==> src/design/ax25_pkg.sv <==
package ax25_pkg;

  typedef enum logic [1:0] {
    PH_DEST = 2'd0,
    PH_SRC  = 2'd1,
    PH_DIGI = 2'd2,
    PH_TAIL = 2'd3
  } phase_e;

  typedef enum logic [1:0] {
    ST_OK      = 2'd0,
    ST_BAD_PID = 2'd1,
    ST_BAD_CALL = 2'd2,
    ST_UNDEC   = 2'd3
  } status_e;

  typedef enum logic [1:0] {
    REG_OWN_CHARS = 2'd0,
    REG_OWN_SSID  = 2'd1,
    REG_KENWOOD   = 2'd2,
    REG_OPENTRAC  = 2'd3
  } reg_e;

  localparam logic [7:0] SPACE_MASK = 8'hfe;
  localparam logic [7:0] SPACE_CODE = 8'h40;
  localparam logic [7:0] SSID_FLAG_BITS = 8'he1;
  localparam logic [7:0] PID_TEXT   = 8'hf0;
  localparam logic [7:0] PID_CC     = 8'hcc;
  localparam logic [7:0] PID_CD     = 8'hcd;
  localparam logic [7:0] PID_CF     = 8'hcf;
  localparam logic [7:0] PID_OTRAC  = 8'h77;
  localparam logic [7:0] UI_MASK    = 8'hef;
  localparam logic [7:0] UI_CODE    = 8'h03;
  localparam logic [3:0] MIN_BYTES  = 4'd15;

  function automatic logic char_ok(input logic [6:0] c);
    return ((c >= 7'h41) && (c <= 7'h5a)) || ((c >= 7'h30) && (c <= 7'h39));
  endfunction

  function automatic logic is_digit(input logic [7:0] c);
    return (c >= 8'h30) && (c <= 8'h39);
  endfunction

endpackage

==> src/design/ax25_header_parser_core.sv <==
// AX.25 header parser.
// s_axis carries one frame byte per word (tdata = frame_byte), with tlast on
// the final byte of a frame. m_axis carries one result word per frame, sent
// for the word that had tlast set; other bytes give no result.
// cfg_* writes the four settings registers (index 0 own callsign, 1 own SSID,
// 2 Kenwood mode, 3 Opentrac enable); write only while no frame is open.
// Throughput: one byte per cycle unless the receiver stalls. Each byte updates
// the frame state in the cycle it is accepted; the final byte's record is formed
// from that state in the same cycle and lands in the output register, visible
// in the cycle after acceptance.
// When the receiver stalls, the output register holds its record and
// s_axis_tready stays low until that record is taken, so every byte waits;
// with m_axis_tready high the register is emptied and refilled in the same
// cycle and bytes keep flowing.
// Reset (rst_ni low, asynchronous) clears the frame state, the output valid
// flag and the settings registers.
module ax25_header_parser_core #(
  parameter int MAX_DIGIS   = 8,
  parameter int MAX_PAYLOAD = 256
) (
  input  logic        clk_i,
  input  logic        rst_ni,
  input  logic        s_axis_tvalid,
  output logic        s_axis_tready,
  input  logic [7:0]  s_axis_tdata,   // [7:0] frame_byte
  input  logic        s_axis_tlast,   // last_byte
  output logic        m_axis_tvalid,
  input  logic        m_axis_tready,
  // [1:0] status, [2] is_remote, [6:3] digi_count, [14:7] primitive_res,
  // [15] pid_present, [23:16] pid, [32:24] payload_size, [40:33] destination
  // flags, [48:41] source_flags, [55:49] zero
  output logic [55:0] m_axis_tdata,
  input  logic        cfg_valid_i,
  output logic        cfg_ready_o,
  input  logic [1:0]  cfg_index_i,
  input  logic [47:0] cfg_data_i
);

  localparam int DW = $clog2(MAX_DIGIS + 1);
  localparam int PW = $clog2(MAX_PAYLOAD + 1);

  logic [47:0] own_chars_q;
  logic [3:0]  own_ssid_q;
  logic        kenwood_q, otrac_q;

  logic [7:0]  buf_q [6];
  logic [2:0]  fill_q, fill_d;
  ax25_pkg::phase_e phase_q, phase_d;
  logic [3:0]  seen_q, seen_d;
  logic        calls_ok_q, calls_ok_d;
  logic [7:0]  fd_chars_q [6];
  logic [7:0]  fd_chars_d [6];
  logic [2:0]  fd_len_q, fd_len_d;
  logic [3:0]  fd_ssid_q, fd_ssid_d;
  logic        fd_h_q, fd_h_d;
  logic [7:0]  dflags_q, dflags_d, sflags_q, sflags_d;
  logic        dssid_nz_q, dssid_nz_d, flex_q, flex_d;
  logic [DW-1:0] dcnt_q, dcnt_d;
  logic        prim_p_q, prim_p_d, pid_p_q, pid_p_d;
  logic [7:0]  prim_q, prim_d, pid_q, pid_d;
  logic [PW-1:0] pay_q, pay_d;

  logic        out_valid_q;
  logic [55:0] out_q;
  logic        accept, out_free;

  assign out_free      = !out_valid_q || m_axis_tready;
  assign s_axis_tready = out_free;
  assign accept        = s_axis_tvalid && s_axis_tready;
  assign cfg_ready_o   = 1'b1;
  assign m_axis_tvalid = out_valid_q;
  assign m_axis_tdata  = out_q;

  always_ff @(posedge clk_i or negedge rst_ni) begin
    if (!rst_ni) begin
      own_chars_q <= '0;
      own_ssid_q  <= '0;
      kenwood_q   <= 1'b0;
      otrac_q     <= 1'b0;
    end else if (cfg_valid_i) begin
      case (cfg_index_i)
        ax25_pkg::REG_OWN_CHARS: own_chars_q <= cfg_data_i;
        ax25_pkg::REG_OWN_SSID:  own_ssid_q  <= cfg_data_i[3:0];
        ax25_pkg::REG_KENWOOD:   kenwood_q   <= cfg_data_i[0];
        ax25_pkg::REG_OPENTRAC:  otrac_q     <= cfg_data_i[0];
        default: ;
      endcase
    end
  end

  // Working view of the block with the incoming byte in place.
  logic [7:0] blk [7];
  logic       blk_full;
  logic       ok_blk;
  logic [2:0] blk_len;
  logic [7:0] blk_chars [6];
  logic [7:0] sb;
  logic [3:0] sb_ssid;
  logic [7:0] tail_b [7];
  logic [2:0] ntail;
  logic [6:0] ch;
  logic       own_match, remote, pid_good, undec;
  logic [5:0] own_nz;
  logic [2:0] own_len;
  logic [4:0] hop_total;
  ax25_pkg::status_e status;

  always_comb begin
    for (int i = 0; i < 6; i++) blk[i] = buf_q[i];
    blk[6] = s_axis_tdata;
    if (fill_q < 3'd6) blk[fill_q] = s_axis_tdata;
    blk_full = (phase_q != ax25_pkg::PH_TAIL) && (fill_q == 3'd6);
    sb      = blk[6];
    sb_ssid = sb[4:1];

    // Callsign compaction over six independent positions.
    blk_len = '0;
    ok_blk  = 1'b1;
    ch      = '0;
    for (int i = 0; i < 6; i++) blk_chars[i] = '0;
    for (int i = 0; i < 6; i++) begin
      if ((blk[i] & ax25_pkg::SPACE_MASK) != ax25_pkg::SPACE_CODE) begin
        ch = blk[i][7:1];
        if (!ax25_pkg::char_ok(ch)) ok_blk = 1'b0;
        blk_chars[blk_len] = {1'b0, ch};
        blk_len = blk_len + 3'd1;
      end
    end
    if (blk_len == 3'd0) ok_blk = 1'b0;

    fill_d = fill_q; phase_d = phase_q; calls_ok_d = calls_ok_q;
    fd_chars_d = fd_chars_q; fd_len_d = fd_len_q; fd_ssid_d = fd_ssid_q;
    fd_h_d = fd_h_q; dflags_d = dflags_q; sflags_d = sflags_q;
    dssid_nz_d = dssid_nz_q; flex_d = flex_q; dcnt_d = dcnt_q;
    prim_p_d = prim_p_q; prim_d = prim_q; pid_p_d = pid_p_q; pid_d = pid_q;
    pay_d = pay_q;
    seen_d = (seen_q < ax25_pkg::MIN_BYTES) ? seen_q + 4'd1 : seen_q;

    // Tail bytes: the incoming one, or at frame end the partial digi block.
    ntail = 3'd0;
    for (int i = 0; i < 7; i++) tail_b[i] = blk[i];
    if (phase_q == ax25_pkg::PH_TAIL) begin
      ntail = 3'd1;
      tail_b[0] = s_axis_tdata;
    end else if (blk_full) begin
      fill_d = 3'd0;
      case (phase_q)
        ax25_pkg::PH_DEST: begin
          flex_d     = blk[1][0];
          dflags_d   = sb & ax25_pkg::SSID_FLAG_BITS;
          dssid_nz_d = sb_ssid != 4'd0;
          if (!ok_blk) calls_ok_d = 1'b0;
          phase_d = ax25_pkg::PH_SRC;
        end
        ax25_pkg::PH_SRC: begin
          sflags_d = sb & ax25_pkg::SSID_FLAG_BITS;
          if (!ok_blk) calls_ok_d = 1'b0;
          phase_d = sb[0] ? ax25_pkg::PH_TAIL : ax25_pkg::PH_DIGI;
        end
        default: begin
          if (dcnt_q < DW'(MAX_DIGIS)) begin
            if (dcnt_q == '0) begin
              fd_chars_d = blk_chars;
              fd_len_d   = blk_len;
              fd_ssid_d  = sb_ssid;
              fd_h_d     = sb[7];
            end
            if (!ok_blk) calls_ok_d = 1'b0;
            dcnt_d = dcnt_q + DW'(1);
          end
          if (sb[0]) phase_d = ax25_pkg::PH_TAIL;
        end
      endcase
    end else begin
      fill_d = fill_q + 3'd1;
      if (s_axis_tlast && phase_q == ax25_pkg::PH_DIGI) ntail = fill_q + 3'd1;
    end

    // Up to six tail bytes in sequence: two header slots then a count.
    for (int i = 0; i < 7; i++) begin
      if (3'(i) < ntail) begin
        if (!prim_p_d) begin
          prim_p_d = 1'b1; prim_d = tail_b[i];
        end else if (!pid_p_d) begin
          pid_p_d = 1'b1; pid_d = tail_b[i];
        end else if (pay_d < PW'(MAX_PAYLOAD)) begin
          pay_d = pay_d + PW'(1);
        end
      end
    end

    // Remote judgment from the first digipeater.
    for (int k = 0; k < 6; k++) own_nz[k] = own_chars_q[40-8*k +: 8] != 8'd0;
    own_len = 3'd6;
    for (int k = 5; k >= 0; k--) if (!own_nz[k]) own_len = 3'(k);
    own_match = (own_len == fd_len_d) && (fd_ssid_d == own_ssid_q);
    for (int k = 0; k < 6; k++)
      if (3'(k) < own_len && own_chars_q[40-8*k +: 8] != fd_chars_d[k])
        own_match = 1'b0;
    hop_total = (fd_ssid_d != 4'd0) ? 5'd15 : 5'd0;
    if (fd_len_d != 3'd0 && ax25_pkg::is_digit(fd_chars_d[fd_len_d - 3'd1])) begin
      hop_total = {1'b0, fd_chars_d[fd_len_d - 3'd1][3:0]};
      if (fd_len_d >= 3'd2 && hop_total < 5'd6 &&
          fd_chars_d[fd_len_d - 3'd2] == 8'h31)
        hop_total = hop_total + 5'd10;
    end
    if (dcnt_d == '0) remote = 1'b0;
    else if (fd_h_d || dssid_nz_d) remote = 1'b1;
    else if (own_match) remote = 1'b0;
    else remote = hop_total > {1'b0, fd_ssid_d};

    if (!kenwood_q)
      pid_good = pid_d == ax25_pkg::PID_TEXT || pid_d == ax25_pkg::PID_CC ||
                 pid_d == ax25_pkg::PID_CD || pid_d == ax25_pkg::PID_CF ||
                 (otrac_q && pid_d == ax25_pkg::PID_OTRAC);
    else
      pid_good = ((prim_d & ax25_pkg::UI_MASK) == ax25_pkg::UI_CODE) &&
                 (pid_d == ax25_pkg::PID_TEXT ||
                  (otrac_q && pid_d == ax25_pkg::PID_OTRAC));

    undec = (seen_d < ax25_pkg::MIN_BYTES) || flex_d || !prim_p_d;
    if (undec) status = ax25_pkg::ST_UNDEC;
    else if (!calls_ok_d) status = ax25_pkg::ST_BAD_CALL;
    else if (!pid_p_d) status = kenwood_q ? ax25_pkg::ST_BAD_PID : ax25_pkg::ST_OK;
    else status = pid_good ? ax25_pkg::ST_OK : ax25_pkg::ST_BAD_PID;
  end

  logic [55:0] rec;
  logic        ok_full;
  always_comb begin
    ok_full = (status == ax25_pkg::ST_OK) || (status == ax25_pkg::ST_BAD_PID);
    rec = '0;
    rec[1:0] = status;
    if (status != ax25_pkg::ST_UNDEC) begin
      rec[2]     = ok_full && remote;
      rec[6:3]   = 4'(dcnt_d);
      rec[14:7]  = prim_d;
      rec[40:33] = dflags_d;
      rec[48:41] = sflags_d;
      if (ok_full && pid_p_d) begin
        rec[15]    = 1'b1;
        rec[23:16] = pid_d;
        rec[32:24] = 9'(pay_d);
      end
    end
  end

  always_ff @(posedge clk_i) begin
    if (accept && phase_q != ax25_pkg::PH_TAIL && fill_q < 3'd6)
      buf_q[fill_q] <= s_axis_tdata;
    if (accept && s_axis_tlast) out_q <= rec;
  end

  always_ff @(posedge clk_i or negedge rst_ni) begin
    if (!rst_ni) begin
      out_valid_q <= 1'b0;
      fill_q <= '0; phase_q <= ax25_pkg::PH_DEST; seen_q <= '0;
      calls_ok_q <= 1'b1;
      for (int i = 0; i < 6; i++) fd_chars_q[i] <= '0;
      fd_len_q <= '0; fd_ssid_q <= '0; fd_h_q <= 1'b0;
      dflags_q <= '0; sflags_q <= '0; dssid_nz_q <= 1'b0; flex_q <= 1'b0;
      dcnt_q <= '0; prim_p_q <= 1'b0; prim_q <= '0; pid_p_q <= 1'b0;
      pid_q <= '0; pay_q <= '0;
    end else begin
      if (accept && s_axis_tlast) out_valid_q <= 1'b1;
      else if (m_axis_tready) out_valid_q <= 1'b0;
      if (accept) begin
        if (s_axis_tlast) begin
          fill_q <= '0; phase_q <= ax25_pkg::PH_DEST; seen_q <= '0;
          calls_ok_q <= 1'b1;
          for (int i = 0; i < 6; i++) fd_chars_q[i] <= '0;
          fd_len_q <= '0; fd_ssid_q <= '0; fd_h_q <= 1'b0;
          dflags_q <= '0; sflags_q <= '0; dssid_nz_q <= 1'b0; flex_q <= 1'b0;
          dcnt_q <= '0; prim_p_q <= 1'b0; prim_q <= '0; pid_p_q <= 1'b0;
          pid_q <= '0; pay_q <= '0;
        end else begin
          fill_q <= fill_d; phase_q <= phase_d; seen_q <= seen_d;
          calls_ok_q <= calls_ok_d; fd_chars_q <= fd_chars_d;
          fd_len_q <= fd_len_d; fd_ssid_q <= fd_ssid_d; fd_h_q <= fd_h_d;
          dflags_q <= dflags_d; sflags_q <= sflags_d;
          dssid_nz_q <= dssid_nz_d; flex_q <= flex_d; dcnt_q <= dcnt_d;
          prim_p_q <= prim_p_d; prim_q <= prim_d; pid_p_q <= pid_p_d;
          pid_q <= pid_d; pay_q <= pay_d;
        end
      end
    end
  end

endmodule

==> config.mk <==
export PLATFORM = sky130hd
export DESIGN_NAME = ax25_header_parser_core
export DESIGN_NICKNAME = d
export VERILOG_FILES = /design/src/design/ax25_pkg.sv /design/src/design/ax25_header_parser_core.sv
export SDC_FILE = /design/constraint.sdc
export NUM_CORES = 1
export LEC_CHECK = 0
export ABC_AREA = 1
export BUFFER_PORTS_ARGS = -buffer_cell sky130_fd_sc_hd__buf_2
export CELL_PAD_IN_SITES_DETAIL_PLACEMENT = 1
export CELL_PAD_IN_SITES_GLOBAL_PLACEMENT = 1
export CORE_MARGIN = 2
export CORE_UTILIZATION = 41
export CTS_CLUSTER_DIAMETER = 100
export DETAILED_ROUTE_END_ITERATION = 8
export PLACE_DENSITY_LB_ADDON = 0.1
export SETUP_SLACK_MARGIN = 0.02
export SLEW_MARGIN = 20
export SYNTH_ARGS = -nofsm -noshare
export SYNTH_HDL_FRONTEND = slang
export SYNTH_SLANG_ARGS = --single-unit
==> constraint.sdc <==
create_clock -name clk_i -period 6.8 [get_ports clk_i]
set_input_delay 1.36 -clock clk_i [delete_from_list [all_inputs] [get_ports clk_i]]
set_output_delay 1.36 -clock clk_i [all_outputs]
set_load 0.02 [all_outputs]
==> results.md, run 1 <==
* GRT Residual Overflow at 0
* Total number of clock tree sinks at 263
* Quantity of I/O buffers inserted on ports at 114
* Buf/Inv on CP at 8
* Commonest cells after routing, fill and taps aside: nand2_1 (524), inv_1 (344), o21ai_0 (225)
* Effective utilization at floorplan at 41.4%
* Die Footprint at 45100 um^2
* Total power consumption of the routed design at 4.30 mW
* Post-route DRC violation count at 0
* FF-to-FF Start: fill_q[1]
* Required time of the critical path at 7.10 ns
* Time the worst path needs with I/O delays and setup at 6.45 ns
* Setup CP Type: input pin to flop
* Area post-placement at 20400 um^2
* Crit path max-delay cell type: fa_2
* Kind of start point of the critical path: input pin
* Endpoint class of the critical path: flop
* Average detailed-routed wire length per instance at 19.4 um
* Layout cell share with drive strength beyond 1 at 22.4%
* Cell count after synthesis at 2415
* Final std cell area, no fill at 21600 um^2
* Cell area power density at 199 nW/um^2
* Portion of total power attributed to combinational logic at 17.4%
* Initial antenna violation count at 0
* Number of flip-flops and latches in the synthesized netlist at 263
* Worst IR Drop VDD at 0.207 mV
* Leakage at 10.1 nW
* Syn Area/Cell at 7.37 um^2
* Biggest cell delay along the critical path at 0.57 ns
* Capture point of the worst reg-to-reg path: m_axis_tdata[2]
* Largest fanout on the critical path at 14
* Final-report setup violation count at 0
* Final Core Density at 50.3%
* Global-route usage over all layers at 28.7%
* Register-to-Register Path Depth at 39
* Distinct cells, synth at 68
* Power dissipated by switching net loads at 1.30 mW
* Total count of hold-check failures in the final report at 0
* Starting DRT DRC Count at 1056
* Switching part of the total at 30.3%
* Actual transition at the worst max-transition pin at 1.04 ns
* RSZ-0062 raised after global routing: no
* Area of the mapped netlist at 17800 um^2
* Crit-path most repeated cell: nand2_1
* Final worst-path cycle share at 94.9%
* Register-to-Register Setup Slack at 0.45 ns
* Horizontal extent of the die at 212 um
* Maximum clock frequency at 0.155 GHz
* Number of warning messages in the yosys log at 0
* Vias in the first global route at 18.3k
* Number of nets in the layout at 2790
* Vias/cell at 5.30
* Arrival time of the worst setup path at 6.76 ns
* Most common cell after layout, fill and taps aside: nand2_1
* Share of the yosys chip area belonging to registers at 39.6%
* Remaining antenna violation count at 0
* Standard-cell row count at 76
* Max Clock Skew at 0.0192 ns
* Number of maximum-capacitance violations at 0
* Status: finished clean
* Number of H-tree branching levels at 2
* Endpoint of the worst hold-timing path: fd_chars_q[22]
* Headroom to the max-slew limit at 30.2%
* Internal power at 3.00 mW
* Worst hold path startpoint: fd_chars_q[22]
* Die Y-Extent at 212 um
* Clock-pin slew on the worst setup and hold paths at 0.06 ns
* Post-Route WL at 64100 um
* Hold Path Class: flop to flop
* GPL Wtd Cong at 0.955
* Core area at 43000 um^2
* Cell family with most CP delay: adder cells
* Via count of the routed design at 17.6k
* Area growth from synthesis to layout at 21.4%
* Portion of total power attributed to the clock network at 41.0%
* Sequential Power Share at 41.7%
* Worst hold path depth at 2
* Half-perimeter wire length after placement at 50000 um
* First-pass GRT wire length at 100000 um
* Initial DRT Pass Iterations at 5
* Clock tree from TritonCTS: yes
* Root buffer cell: clkbuf_16
* Final non-filler cell total at 3309
* Number of buffers inserted during clock tree synthesis at 34
* # diodes at 0
* Number of buffers on the longest clock path at 3
* Slew Limit Fails at 0
* Clock latency on the worst-skew pair at 0.55 ns
* Count of boundary I/O pins at 123
* Placed Instances at 3245
* Maximum number of pins on one net before global-route repair at 92
-- worst register-to-register path: cells and delay by family (launching register included) --
| family | cells | cell delay [ns] |
|---|---|---|
| AND/OR/NAND/NOR | 15 | 1.66 |
| AO/OA/AOI/OAI | 10 | 1.42 |
| buffers and inverters | 8 | 0.74 |
| adder cells (fa/ha/maj) | 6 | 1.82 |
| flip-flops | 1 | 0.45 |
-- sequential cells by signal (all words and copies together) (netlist names), 2 cells and up --
register      count
buf_q            44
dcnt_q            4
dflags_q          8
fd_chars_q       48
fd_len_q          3
fd_ssid_q         4
fill_q            3
m_axis_tdata     49
own_chars_q      48
own_ssid_q        4
pay_q             9
phase_q           2
pid_q             8
prim_q            8
seen_q            4
sflags_q          8
-- stage by stage --
step           hold slack, ns  setup WS [ns]  setup TNS, ns
2_1_floorplan           0.448         -0.166         -0.166
3_3_place_gp            0.461         -0.188         -0.188
3_5_place_dp            0.475         -0.410         -0.410
4_1_cts                 0.492         0.0701              0
5_1_grt                 0.510         0.0233              0
6_report                0.482          0.347              0
-- power groups by stage --
| stage | sequential [mW] | clock (mW) | combinational [mW] |
|---|---|---|---|
| 2_1_floorplan | 1.81 | 0 | 0.406 |
| 3_3_place_gp | 1.82 | 0 | 0.710 |
| 3_5_place_dp | 1.82 | 0 | 0.725 |
| 4_1_cts | 1.79 | 1.79 | 0.729 |
| 5_1_grt | 1.80 | 1.85 | 0.823 |
| 6_report | 1.79 | 1.76 | 0.746 |
-- how the worst max path moves through the flow --
stage | start | to | slack, ns | cells past startpoint
after floorplan | s_axis_tdata[5] | m_axis_tdata[2] | -0.17 | 38
after global placement | s_axis_tdata[5] | m_axis_tdata[2] | -0.19 | 38
after detailed placement | s_axis_tdata[5] | m_axis_tdata[2] | -0.41 | 42
after CTS | fill_q[1] | m_axis_tdata[2] | 0.07 | 43
after global routing | s_axis_tdata[2] | m_axis_tdata[2] | 0.02 | 39
final | s_axis_tdata[2] | m_axis_tdata[2] | 0.35 | 38
-- cells in the mapped netlist, drive strengths merged --
| cell type | n | area, um^2 |
|---|---|---|
| o22ai | 58 | 369 |
| xnor2 | 11 | 115 |
| o21ai | 303 | 1570 |
| o211ai | 39 | 298 |
| o21a | 6 | 45.0 |
| o2111ai | 2 | 17.5 |
| a21boi | 1 | 7.51 |
| and2 | 1 | 6.26 |
| inv | 388 | 1460 |
| nand2 | 579 | 2330 |
| buf | 33 | 220 |
| and3 | 2 | 12.5 |
| a2111oi | 2 | 17.5 |
| dfrtp | 169 | 4230 |
| fa | 1 | 20.0 |
| a31oi | 4 | 40.0 |
| ha | 27 | 338 |
| nor3 | 33 | 165 |
| o31ai | 1 | 7.51 |
| mux2 | 14 | 158 |
| xor2 | 29 | 318 |
| or2 | 5 | 31.3 |
| a22o | 3 | 26.3 |
| clkbuf | 46 | 173 |
| a22oi | 4 | 35.0 |
| nor2 | 254 | 1140 |
| clkinv | 4 | 17.5 |
| a21oi | 87 | 454 |
| o221ai | 5 | 43.8 |
| conb | 2 | 7.51 |
| nand3b | 4 | 30.0 |
| a31o | 1 | 8.76 |
| o21bai | 3 | 26.3 |
| o32ai | 3 | 26.3 |
| dfstp | 1 | 26.3 |
| nand3 | 139 | 821 |
| nor4 | 18 | 125 |
| mux2i | 1 | 10.0 |
| edfxtp | 93 | 2790 |
| nand4 | 39 | 272 |
-- logic make-up after synthesis --
logic type,share of synthesized area [%]
flip-flops,39.6
AND/OR/NAND/NOR,27.7
adder cells (fa/ha/maj),2.01
multiplexers,0.942
AO/OA/AOI/OAI,16.8
other,0.0422
buffers and inverters,10.5
XOR/XNOR,2.43
-- timing repair --
item | CTS | global route
buffers inserted | 0 | 2
gates resized for setup | 0 | 45
setup endpoints to repair | 0 | 1
hold buffers | 0 | 0
-- layout make-up --
class,count,area [um^2]
Timing Repair Buffer,320,2140
Multi-Input combinational cell,1687,9130
Tap cell,585,732
Fill cell,5552,21400
Clock inverter,16,146
Sequential cell,263,7050
Clock buffer,46,926
Inverter,392,1480
-- metal layers --
layer | routed length [um] | share of wire, % | vias up | global-route usage (%)
li1 | - | - | 8513 | -
met1 | 28500 | 45 | 8623 | 37.0
met2 | 31700 | 50 | 312 | 50.8
met3 | 2130 | 3.3 | 103 | 3.12
met4 | 1700 | 2.7 | 0 | 8.44
met5 | 0 | 0 | - | 0
Note: power is estimated with default switching activity, not from simulation.
==> run 2, diff against run 1 <==
--- a/config.mk
+++ b/config.mk
@@ -9,7 +9,7 @@
 export BUFFER_PORTS_ARGS = -buffer_cell sky130_fd_sc_hd__buf_2
 export CELL_PAD_IN_SITES_DETAIL_PLACEMENT = 1
 export CELL_PAD_IN_SITES_GLOBAL_PLACEMENT = 1
-export CORE_MARGIN = 2
+export CORE_MARGIN = 8
 export CORE_UTILIZATION = 41
 export CTS_CLUSTER_DIAMETER = 100
 export DETAILED_ROUTE_END_ITERATION = 8
==> run 2 against run 1 <==
Die area is 12% higher. Total power is 1.7% higher. Global-route usage is 3.0 points lower. Maximum frequency is 0.37% higher. Clock skew is 0.0033 ns higher. Largest power group is now the clock network. Cell area is 0.32% higher. Register-to-register slack worse by 0.03 ns.
==> results.md, run 2 (synthesized netlist as in run 1, its figures left out) <==
* Required time of the critical path at 7.09 ns (was 7.10 ns)
* Total count of hold-check failures in the final report at 0 (unchanged)
* Hold Path Class: flop to flop (unchanged)
* Area growth from synthesis to layout at 21.7% (was 21.4%)
* Flip-flop count of the largest register, all copies and words added at 49 (unchanged)
* Final worst-path cycle share at 94.6% (was 94.9%)
* Average detailed-routed wire length per instance at 19.8 um (was 19.4 um)
* Effective utilization at floorplan at 41.4% (unchanged)
* Portion of total power attributed to the clock network at 41.8% (was 41.0%)
* Number of H-tree branching levels at 2 (unchanged)
* Switching part of the total at 29.8% (was 30.3%)
* Time the worst path needs with I/O delays and setup at 6.43 ns (was 6.45 ns)
* Status: finished clean (unchanged)
* Number of hold-repair buffers added at the cts stage at 0 (unchanged)
* Max Clock Skew at 0.0225 ns (was 0.0192 ns)
* Global-route usage over all layers at 25.7% (was 28.7%)
* Kind of start point of the critical path: input pin (unchanged)
* RSZ-0062 raised after global routing: no (unchanged)
* Worst setup slack after layout at 0.370 ns (was 0.347 ns)
* Sequential Power Share at 40.9% (was 41.7%)
* Endpoint class of the critical path: flop (unchanged)
* Area post-placement at 20400 um^2 (about the same)
* Initial antenna violation count at 0 (unchanged)
* Die Y-Extent at 224 um (was 212 um)
* Biggest cell delay along the critical path at 0.62 ns (was 0.57 ns)
* FF+latch area at 7050 um^2 (about the same)
* Remaining antenna violation count at 0 (unchanged)
* Most common cell after layout, fill and taps aside: nand2_1 (unchanged)
* Number of buffers on the longest clock path at 3 (unchanged)
* Clock latency on the worst-skew pair at 0.55 ns (about the same)
* Core area at 43000 um^2 (unchanged)
* Die Footprint at 50300 um^2 (was 45100 um^2)
* Vias in the first global route at 18.7k (was 18.3k)
* Internal power at 3.07 mW (was 3.00 mW)
* Maximum clock frequency at 0.156 GHz (was 0.155 GHz)
* Layout cell share with drive strength beyond 1 at 22.2% (was 22.4%)
* Final Core Density at 50.4% (was 50.3%)
* Half-perimeter wire length after placement at 50700 um (was 50000 um)
* Power dissipated by switching net loads at 1.30 mW (about the same)
* Headroom to the max-slew limit at 22.7% (was 30.2%)
* Number of maximum-capacitance violations at 0 (unchanged)
* Leakage at 10.2 nW (was 10.1 nW)
* Standard-cell row count at 76 (unchanged)
* Clock-pin slew on the worst setup and hold paths at 0.06 ns (about the same)
* Final std cell area, no fill at 21700 um^2 (was 21600 um^2)
* Largest fanout on the critical path at 12 (was 14)
* Final-report setup violation count at 0 (unchanged)
* Maximum number of pins on one net before global-route repair at 149 (was 92)
* Worst setup slack before clock tree synthesis at -0.407 ns (was -0.410 ns)
* Clock tree from TritonCTS: yes (unchanged)
* Starting DRT DRC Count at 1103 (was 1056)
* Slew Limit Fails at 0 (unchanged)
* # diodes at 0 (unchanged)
* Multi-input gate area at 9150 um^2 (was 9130 um^2)
* Crit path max-delay cell type: fa_2 (unchanged)
* Quantity of I/O buffers inserted on ports at 114 (unchanged)
* GRT Residual Overflow at 0 (unchanged)
* Vias/cell at 5.33 (was 5.30)
* First-pass GRT wire length at 103000 um (was 100000 um)
* Via count of the routed design at 17.7k (was 17.6k)
* Count of boundary I/O pins at 123 (unchanged)
* Setup CP Type: input pin to flop (unchanged)
* Layout filler cell count at 5499 (was 5552)
* Root buffer cell: clkbuf_16 (unchanged)
* Initial DRT Pass Iterations at 5 (unchanged)
* Commonest cells after routing, fill and taps aside: nand2_1 (526), inv_1 (347), o21ai_0 (227) (was nand2_1 (524), inv_1 (344), o21ai_0 (225))
* Post-route DRC violation count at 0 (unchanged)
* Portion of total power attributed to combinational logic at 17.3% (was 17.4%)
* Arrival time of the worst setup path at 6.72 ns (was 6.76 ns)
* Number of buffers inserted during clock tree synthesis at 34 (unchanged)
* Total number of clock tree sinks at 263 (unchanged)
* Post-Route WL at 65600 um (was 64100 um)
* Worst IR Drop VDD at 0.217 mV (was 0.207 mV)
* Cell area power density at 202 nW/um^2 (was 199 nW/um^2)
* GPL Wtd Cong at 0.933 (was 0.955)
* Horizontal extent of the die at 224 um (was 212 um)
* Actual transition at the worst max-transition pin at 1.15 ns (was 1.04 ns)
* Number of nets in the layout at 2793 (was 2790)
[run 2: final timing paths]
| check | cells after the start | slack (ns) | endpoint | from |
|---|---|---|---|---|
| hold / removal | 2 | 0.49 | fd_ssid_q[3] | fd_ssid_q[3] |
| setup reg to reg | 36 | 0.42 | m_axis_tdata[2] | fill_q[1] |
| setup / recovery | 36 | 0.37 | m_axis_tdata[2] | s_axis_tdata[5] |
| hold reg to reg | 2 | 0.49 | fd_ssid_q[3] | fd_ssid_q[3] |
| max in group asynchronous | 2 | 4.98 | fd_chars_q[22] | rst_ni |
| min in group asynchronous | 1 | 0.66 | sflags_q[3] | rst_ni |
[run 2: per-stage QoR]
stage          hold slack [ns]  power (mW)  TNS (ns)  instances
2_1_floorplan            0.448        2.22    -0.166       2421
3_3_place_gp             0.462        2.53    -0.239       3243
3_5_place_dp             0.477        2.55    -0.407       3243
4_1_cts                  0.489        4.39         0       3305
5_1_grt                  0.518        4.54         0       3312
6_report                 0.490        4.37         0       3312
[run 2: what timing repair did]
| action | CTS | global route |
|---|---|---|
| cloned | 0 | 1 |
| endpoints found under the setup margin | 1 | 1 |
| pin swaps | 0 | 15 |
| hold endpoints to repair | 0 | 0 |
| resized for setup | 1 | 34 |
| setup buffers | 0 | 6 |
[run 2: cell type report]
type                    instances  area share, %
clock buffers                  45           4.25
flip-flops and latches        263           32.5
repair buffers                322           9.94
clock inverters                17          0.889
multi-input cells            1688           42.2
well taps                     585           3.38
inverters                     392           6.81
[run 2: power groups by stage]
stage / Sequential (mW) / Clock, mW / Combinational, mW
3_5_place_dp: 1.82 / 0 / 0.730
4_1_cts: 1.79 / 1.87 / 0.735
5_1_grt: 1.80 / 1.91 / 0.832
3_3_place_gp: 1.82 / 0 / 0.710
6_report: 1.79 / 1.83 / 0.756
2_1_floorplan: 1.81 / 0 / 0.406
[run 2: per-layer routing]
metal	wire (um)	GRT usage [%]
met1	28700	32.6
met2	32500	45.4
met4	1820	8.00
met3	2470	3.01
met5	0	0
[run 2: critical path: cells and delay by family]
kind,cells,cell delay (ns)
and+or+nand+nor,14,1.63
buffers and inverters,9,0.97
AOI/OAI and AO/OA,9,1.46
adders and majority gates,4,1.26
